File: config.mk
export PLATFORM = sky130hd
export DESIGN_NAME = sem_isqrt
export DESIGN_NICKNAME = d
export VERILOG_FILES = /design/src/rtl/sem_pkg.sv /design/src/rtl/sem_isqrt.sv
export SDC_FILE = /design/constraint.sdc
export NUM_CORES = 1
export LEC_CHECK = 0
export BUFFER_PORTS_ARGS = -buffer_cell sky130_fd_sc_hd__buf_4
export CORE_MARGIN = 8
export CORE_UTILIZATION = 60
export CTS_BUF_LIST = sky130_fd_sc_hd__clkbuf_16
export CTS_CLUSTER_SIZE = 16
export DETAILED_ROUTE_END_ITERATION = 16
export PLACE_DENSITY = 0.82
export SLEW_MARGIN = 25
export SYNTH_ARGS = -nofsm -noshare
export SYNTH_HDL_FRONTEND = slang
export SYNTH_SLANG_ARGS = --single-unit
export TNS_END_PERCENT = 20
File: constraint.sdc
create_clock -name i_clk -period 6.4 [get_ports i_clk]
set_clock_uncertainty 0.1 [all_clocks]
set_input_delay 0 -clock i_clk [delete_from_list [all_inputs] [get_ports i_clk]]
set_output_delay 0 -clock i_clk [all_outputs]
set_load 0.005 [all_outputs]
File: src/rtl/sem_pkg.sv
`timescale 1ns / 1ps
// ----------------------------------------------------------------------------
// sem_pkg
// Shared constants and types of the sobel edge magnitude block.
// ----------------------------------------------------------------------------
package sem_pkg;

    localparam int PIX_W      = 8;
    localparam int GRAD_W     = 11;
    localparam int SQ_W       = 22;
    localparam int ROOT_W     = SQ_W / 2;
    localparam int MAG_W      = ROOT_W + 1;
    localparam int PIX_MAX    = 255;

    localparam int WIDTH_REG_W  = 12;
    localparam int HEIGHT_REG_W = 13;
    localparam int CFG_DATA_W   = 13;
    localparam int CFG_IDX_W    = 8;
    localparam int DIM_MIN      = 3;

    localparam logic [CFG_IDX_W-1:0] REG_IMAGE_WIDTH  = 8'd0;
    localparam logic [CFG_IDX_W-1:0] REG_IMAGE_HEIGHT = 8'd1;

    typedef struct packed {
        logic busy;
        logic done;
    } t_sqrt_status;

endpackage

File: src/rtl/sem_isqrt.sv
`timescale 1ns / 1ps
// ----------------------------------------------------------------------------
// sem_isqrt
// Iterative integer square root, two operand bits per cycle, ceiling result.
// ----------------------------------------------------------------------------
module sem_isqrt (
    input  logic                      i_clk,
    input  logic                      i_rst_n,
    input  logic                      i_start,
    input  logic [sem_pkg::SQ_W-1:0]  i_operand,
    output sem_pkg::t_sqrt_status     o_status,
    output logic [sem_pkg::MAG_W-1:0] o_root_ceil
);

    localparam int REM_W = sem_pkg::ROOT_W + 3;
    localparam int CNT_W = $clog2(sem_pkg::ROOT_W);

    logic                        r_busy;
    logic                        r_done;
    logic [CNT_W-1:0]            r_cnt;
    logic [sem_pkg::SQ_W-1:0]    r_opd;
    logic [REM_W-1:0]            r_rem;
    logic [sem_pkg::ROOT_W-1:0]  r_root;

    logic [REM_W-1:0] n_rem_sh;
    logic [REM_W-1:0] n_trial;
    logic             n_ge;

    always_comb begin
        n_rem_sh = {r_rem[REM_W-3:0], r_opd[sem_pkg::SQ_W-1 -: 2]};
        n_trial  = {1'b0, r_root, 2'b01};
        n_ge     = (n_rem_sh >= n_trial);
    end

    always_ff @(posedge i_clk) begin
        if (!i_rst_n) begin
            r_busy <= 1'b0;
            r_done <= 1'b0;
            r_cnt  <= '0;
        end else if (i_start) begin
            r_busy <= 1'b1;
            r_done <= 1'b0;
            r_cnt  <= CNT_W'(sem_pkg::ROOT_W - 1);
        end else if (r_busy) begin
            if (r_cnt == '0) begin
                r_busy <= 1'b0;
                r_done <= 1'b1;
            end else begin
                r_cnt <= r_cnt - 1'b1;
            end
        end
    end

    always_ff @(posedge i_clk) begin
        if (i_start) begin
            r_opd  <= i_operand;
            r_rem  <= '0;
            r_root <= '0;
        end else if (r_busy) begin
            r_rem  <= n_ge ? (n_rem_sh - n_trial) : n_rem_sh;
            r_root <= {r_root[sem_pkg::ROOT_W-2:0], n_ge};
            r_opd  <= {r_opd[sem_pkg::SQ_W-3:0], 2'b00};
        end
    end

    // nonzero remainder means the floor root falls short of the ceiling
    assign o_root_ceil   = {1'b0, r_root} + sem_pkg::MAG_W'(r_rem != '0);
    assign o_status.busy = r_busy;
    assign o_status.done = r_done;

    a_start_busy: assert property (@(posedge i_clk) disable iff (!i_rst_n)
        i_start |=> r_busy && !r_done)
        else $error("square root did not start");

    a_last_step_done: assert property (@(posedge i_clk) disable iff (!i_rst_n)
        r_busy && !i_start && r_cnt == '0 |=> r_done && !r_busy)
        else $error("square root did not finish after last step");

    a_not_both: assert property (@(posedge i_clk) disable iff (!i_rst_n)
        !(r_busy && r_done))
        else $error("square root busy and done together");

endmodule

## Word-level counts from Yosys, hierarchy flattened

Index checks and enable logic that the tools add are counted.

| word-level totals | value |
|---|---|
| bits in registers | 53 |
| bits in latches | 0 |
| RAM bits | 0 |
| memory bits (read-only) | 0 |
| input bits | 25 |
| memories | 0 |

| operators by class | value |
|---|---|
| $add $sub $neg | 3 |
| multipliers | 0 |
| divide/modulo/power cells | 0 |
| $lt $le $gt $ge | 1 |
| eq/ne operators | 1 |
| shift operators | 0 |
| muxes and demuxes | 9 |
| bitwise logic cells | 2 |
| reduce and logical (&&, ||, !) cells | 7 |

Operator list:

| cell | number |
|---|---|
| 2-to-1 mux 22 bit | 2 |
| greater-or-equal comparator 14 x 13 -> 1 bit | 1 |
| 2-to-1 mux 14 bit | 1 |
| nonzero test 14 bit | 1 |
| subtractor 14 x 13 -> 14 bit | 1 |
| adder 11 x 1 -> 12 bit | 1 |
| 2-to-1 mux 4 bit | 3 |
| AND reduction 2 bit | 3 |
| logical NOT 4 bit | 1 |
| subtractor 4 x 1 -> 4 bit (second input constant) | 1 |
| 2-to-1 mux 1 bit | 3 |
| inequality test 2 bit (second input constant) | 1 |
| NOT 1 bit | 2 |
| nonzero test 2 bit | 1 |
| OR reduction 2 bit | 1 |

## Longest topological paths before layout

| logic depth | value |
|---|---|
| word-level depth | 4 |
| mapped depth | 10 |

## Worst setup path after synthesis

No wires, ideal clock.

| path | value |
|---|---|
| kind | reg-to-reg |
| from | register r_root[3] in the netlist's numbering |
| to | register r_rem[1] |
| setup time | 86 ps |
| arrival time | 2,341 ps |
| setup slack | 3,874 ps |
| stages on the path, launching flop included | 10 |
| path buffers | 1 |
| clock period less this slack | 2,526 ps |
| path through | dfxtp_1 -> inv_1 -> ha_1 -> and2_4 -> a221oi_1 -> a2111o_1 -> and3_1 -> buf_6 -> mux2_2 -> a211oi_1 |

| between the ends | value |
|---|---|
| word-level cells in the longest chain between the ends | 2 |

Ends and longest elaborated chain:

| what | line | RTL |
|---|---|---|
| start: declaration | sem_isqrt.sv:23 | `logic [sem_pkg::ROOT_W-1:0] r_root;` |
| start signal: assignment | sem_isqrt.sv:61 | `r_root <= {r_root[sem_pkg::ROOT_W-2:0], n_ge};` |
| greater-or-equal comparator 14 x 13 -> 1 bit | sem_isqrt.sv:32 | `n_ge = (n_rem_sh >= n_trial);` |
| 2-to-1 mux 14 bit | sem_isqrt.sv:60 | `r_rem <= n_ge ? (n_rem_sh - n_trial) : n_rem_sh;` |
| end signal: assignment | sem_isqrt.sv:60 |  |
| end: declaration | sem_isqrt.sv:22 | `logic [REM_W-1:0] r_rem;` |

No other way between the ends.
A chain may end at the register's enable or synchronous reset.

## Worst setup path in the final report

Ends and elaborated chain as after synthesis.

==> results by stage <==
Timing:
- In the finished design, the share of the clock period the worst path needs comes to 51.3%.
- Setup repair after global routing left no endpoint under its margin.
- For the pin with the worst max-slew slack, the measured transition is 0.932 ns.
- Measured against its own limit, the worst slew margin works out to 37.8%.
- Setup violations remaining at the end of the flow were counted as 0.
- The final worst hold slack is 0.0926 ns.
- In the final timing run, aggregate negative setup slack is 0 ns.
- The max-slew violation count is 0.
- Subtracting the final worst setup slack from the clock period gives 3.28 ns.
- The final hold violation count is 0.
- Based on the critical path, the design can be clocked at up to 304 MHz.

Power and ir drop:
- The switching power total is 0.365 mW.
- IR analysis of the VDD net gives a maximum drop of 207 uV.
- The cell area power density is 290 nW/um^2.
- In this run, the combinational gates consume 36.3% of the power.
- Net switching is 33.7% of the power.
- The leakage power figure is 1.48 nW.
- The clock power share is 24.9%.
- In this run, flip-flops and latches consume 38.9% of the power.
- The internal power of the cells totals 0.716 mW.

Clock tree:
- Buffers added to address setup during post-CTS repair amount to 0.
- The clock-pin slew of the registers on the worst-case setup and hold paths is 0.08 ns.
- The tree is rooted in a sky130_fd_sc_hd__clkbuf_16.
- At the later pin of the worst-skew pair, clock insertion delay measures 0.29 ns.
- The H-tree generated during clock tree synthesis spans 2 levels.
- Once the clock tree was built, the resizer swapped 0 gates to a different size.
- The number of CTS-inserted buffers is 5.
- The number of clock sinks seen by CTS is 53.
- The clock tree from TritonCTS is done.
- The worst-case clock buffer depth is 2.

Synth:
- The gate count of the mapped netlist is 305.
- The mean instance size in the synthesized netlist is 9.99 sq um.
- The synthesized design spends more area on one cell type than any other, namely sky130_fd_sc_hd__edfxtp_1.
- Yosys printed 0 warnings.
- The area share of the leading cell type in the synthesized netlist is 21.7%.
- The net count of the mapped netlist is 347.
- The flip-flop cell with the highest count after synthesis is sky130_fd_sc_hd__dfxtp_1.
- The fraction of the yosys area taken by sequential cells is 42.0%.
- The cell area that synthesis handed to floorplanning was 3050 sq um.
- The number of flops mapped to enable cells by yosys is 22.
- In this run, distinct cell masters in the synthesized netlist total 44.
- For this run, asynchronously set or reset flops after synthesis account for 0%.
- By area the synthesized netlist is led by sky130_fd_sc_hd__edfxtp_1 22%, sky130_fd_sc_hd__dfxtp_1 20%, sky130_fd_sc_hd__mux2_2 8.1%.
- The number of flip-flops and latches in the synthesized netlist is 53.

Detailed routing:
- Wires add up to 7130 microns.
- Before antenna repair, the detailed router went through 5 iterations.
- The total via count in the routed design is 2,497.
- For this run, design rule violations remaining after detail routing come to 0.
- The first routing iteration left 213 violations.
- The via density per instance is 5.79.
- The wire length per cell after detailed routing is 16.5 microns.
- The number of antenna-violating nets in the routed design is 0.

Setup path:
- For the worst setup path, the data required time is 6.50 ns.
- Along the worst path, the maximum fanout reaches 16.
- The critical path in this run is classified as flip-flop to flip-flop.
- The critical path capture point type is a flip-flop.
- The type of element launching the critical path is a flip-flop.
- The worst path arrival time is 3.39 ns.

Final layout:
- The library cells used most frequently in the layout, excluding fill and tap cells, are 39 x sky130_fd_sc_hd__buf_4, 38 x sky130_fd_sc_hd__nor2_1, 31 x sky130_fd_sc_hd__dfxtp_1, 23 x sky130_fd_sc_hd__dlygate4sd3_1.
- Summing all flip-flop and latch instances after layout gives 1280 sq um.
- Compared with the post-synthesis result, the final layout area differs by 22.3%.
- Fill cells in the final layout number 374.
- 0 antenna diodes ended up in the layout.
- At the end of the flow, the number of nets in the layout was 402.
- At the end of the flow the core is filled with cells to 74.4%.
- Summing all multi-input logic gate instances after layout gives 1610 sq um.
- Cells with a size suffix above 1 make up 20.2% of the layout.
- Once layout is done, the placed cells without fillers occupy 3730 sq um.
- Leaving out fill and tap cells, the most frequent cell in the layout is sky130_fd_sc_hd__buf_4.

Placement:
- The detailed placer's ending HPWL is 4430 microns.
- The count of buffers added on input and output ports is 38.
- Summing all placed instances gives a cell area of 3350 sq um.
- The congestion estimate from routability-driven global placement came to 0.951.

Floorplan:
- For this configuration, the core starts out at a cell density of 60.8%.
- The die covers 7620 sq um.
- 39 I/O pins were placed.
- The core region is 5010 sq um.
- The die is 87.3 microns tall.
- The number of placement rows is 26.
- The die extent in x is 87.3 microns.

Global route:
- Entering global routing, the biggest net connects 52 pins.
- The number of global-route vias before repair is 2,510.
- Summed over all layers, the global routing overflow is 0.
- The aggregate global-route resource usage is 19.9%.
- The number of antenna violations at the first check in global routing is 0.
- The first global-routing pass estimated 11,800 microns of wire.

Job:
- The number of maximum-capacitance constraint violations is 0.

Run status:
- The flow ran to the end, and the final reports show no timing, DRC or antenna violations.

Hold path:
- The tightest min-delay check is of the input port to flip-flop type.
critical path, cell delays in order (launching register included):
cell and delay (ns):
sky130_fd_sc_hd__dfxtp_1 0.42, sky130_fd_sc_hd__inv_1 0.08, sky130_fd_sc_hd__ha_1 0.35, sky130_fd_sc_hd__and2_4 0.20, sky130_fd_sc_hd__a221oi_1 0.50, sky130_fd_sc_hd__a2111o_1 0.25, sky130_fd_sc_hd__and3_1 0.64, sky130_fd_sc_hd__mux2_2 0.42
sky130_fd_sc_hd__a211oi_1 0.25
cell usage after synthesis, types with 4 or more instances:
| library cell | n |
|---|---|
| sky130_fd_sc_hd__mux2i_1 | 16 |
| sky130_fd_sc_hd__xor2_1 | 6 |
| sky130_fd_sc_hd__a211oi_1 | 11 |
| sky130_fd_sc_hd__nand3_1 | 10 |
| sky130_fd_sc_hd__mux2_2 | 22 |
| sky130_fd_sc_hd__nor3_1 | 8 |
| sky130_fd_sc_hd__ha_1 | 17 |
| sky130_fd_sc_hd__o21a_1 | 6 |
| sky130_fd_sc_hd__dfxtp_1 | 31 |
| sky130_fd_sc_hd__xnor2_1 | 14 |
| sky130_fd_sc_hd__edfxtp_1 | 22 |
| sky130_fd_sc_hd__nor2_1 | 38 |
| sky130_fd_sc_hd__nor4_1 | 7 |
| sky130_fd_sc_hd__clkbuf_1 | 6 |
| sky130_fd_sc_hd__buf_1 | 4 |
| sky130_fd_sc_hd__inv_1 | 21 |
| sky130_fd_sc_hd__a21oi_1 | 7 |
| sky130_fd_sc_hd__nand2_1 | 13 |
power groups by stage:
stage | Combinational (mW) | Clock (mW) | Sequential [mW]
finish | 0.392 | 0.269 | 0.420
global route | 0.429 | 0.284 | 0.423
CTS | 0.384 | 0.268 | 0.418
detailed placement | 0.362 | 0 | 0.424
global placement | 0.354 | 0 | 0.423
floorplan | 0.313 | 0 | 0.413
registers in the layout, summed over array words and instances, names as in the netlist:
name    flops
r_root     11
r_busy      1
r_opd      22
r_done      1
r_rem      14
r_cnt       4
metal layers:
layer	track usage (%)	share of wire, %	vias to the layer above
met5	0	0	-
met1	22.4	40	1189
met4	9.22	3.9	0
met3	4.15	5.4	21
li1	-	-	1206
met2	34.8	50	81
final cells by class:
type / instances / area share (%)
clock buffer: 5 / 3.36
clock inverter: 3 / 0.537
inverter: 21 / 2.11
multi-input combinational: 217 / 43.3
sequential: 53 / 34.4
tap: 70 / 2.35
timing repair buffer: 62 / 14.0
metrics by stage:
stage               power, mW  setup slack [ns]  cells
global placement        0.777              3.35    400
detailed placement      0.786              3.29    400
global route             1.14              2.91    431
CTS                      1.07              3.20    431
finish                   1.08              3.12    431
floorplan               0.726              3.87    305
logic make-up (layout without fill, tap and decap cells):
| logic type | Yosys count | in the layout | synth area share (%) |
|---|---|---|---|
| compound gates | 46 | 46 | 11.6 |
| flops | 53 | 53 | 42.0 |
| simple gates | 96 | 96 | 15.2 |
| mux | 38 | 38 | 13.4 |
| xor+xnor | 20 | 20 | 5.75 |
| fa+ha+maj | 17 | 17 | 6.98 |
| buf+inv | 35 | 91 | 5.05 |
repair_timing:
item,4_1_cts,5_1_grt
hold buffers,23,0
setup endpoints to repair,0,0
hold endpoints to repair,28,0
final timing paths:
path | end | slack, ns | depth (start not counted) | from
setup / recovery | r_rem[1] | 3.12 | 8 | r_root[3]
setup reg to reg | r_rem[1] | 3.12 | 8 | r_root[3]
hold / removal | r_root[1] | 0.09 | 2 | i_start
hold reg to reg | r_done | 0.39 | 2 | r_done
No activity file was read; power rests on OpenSTA's default activity.
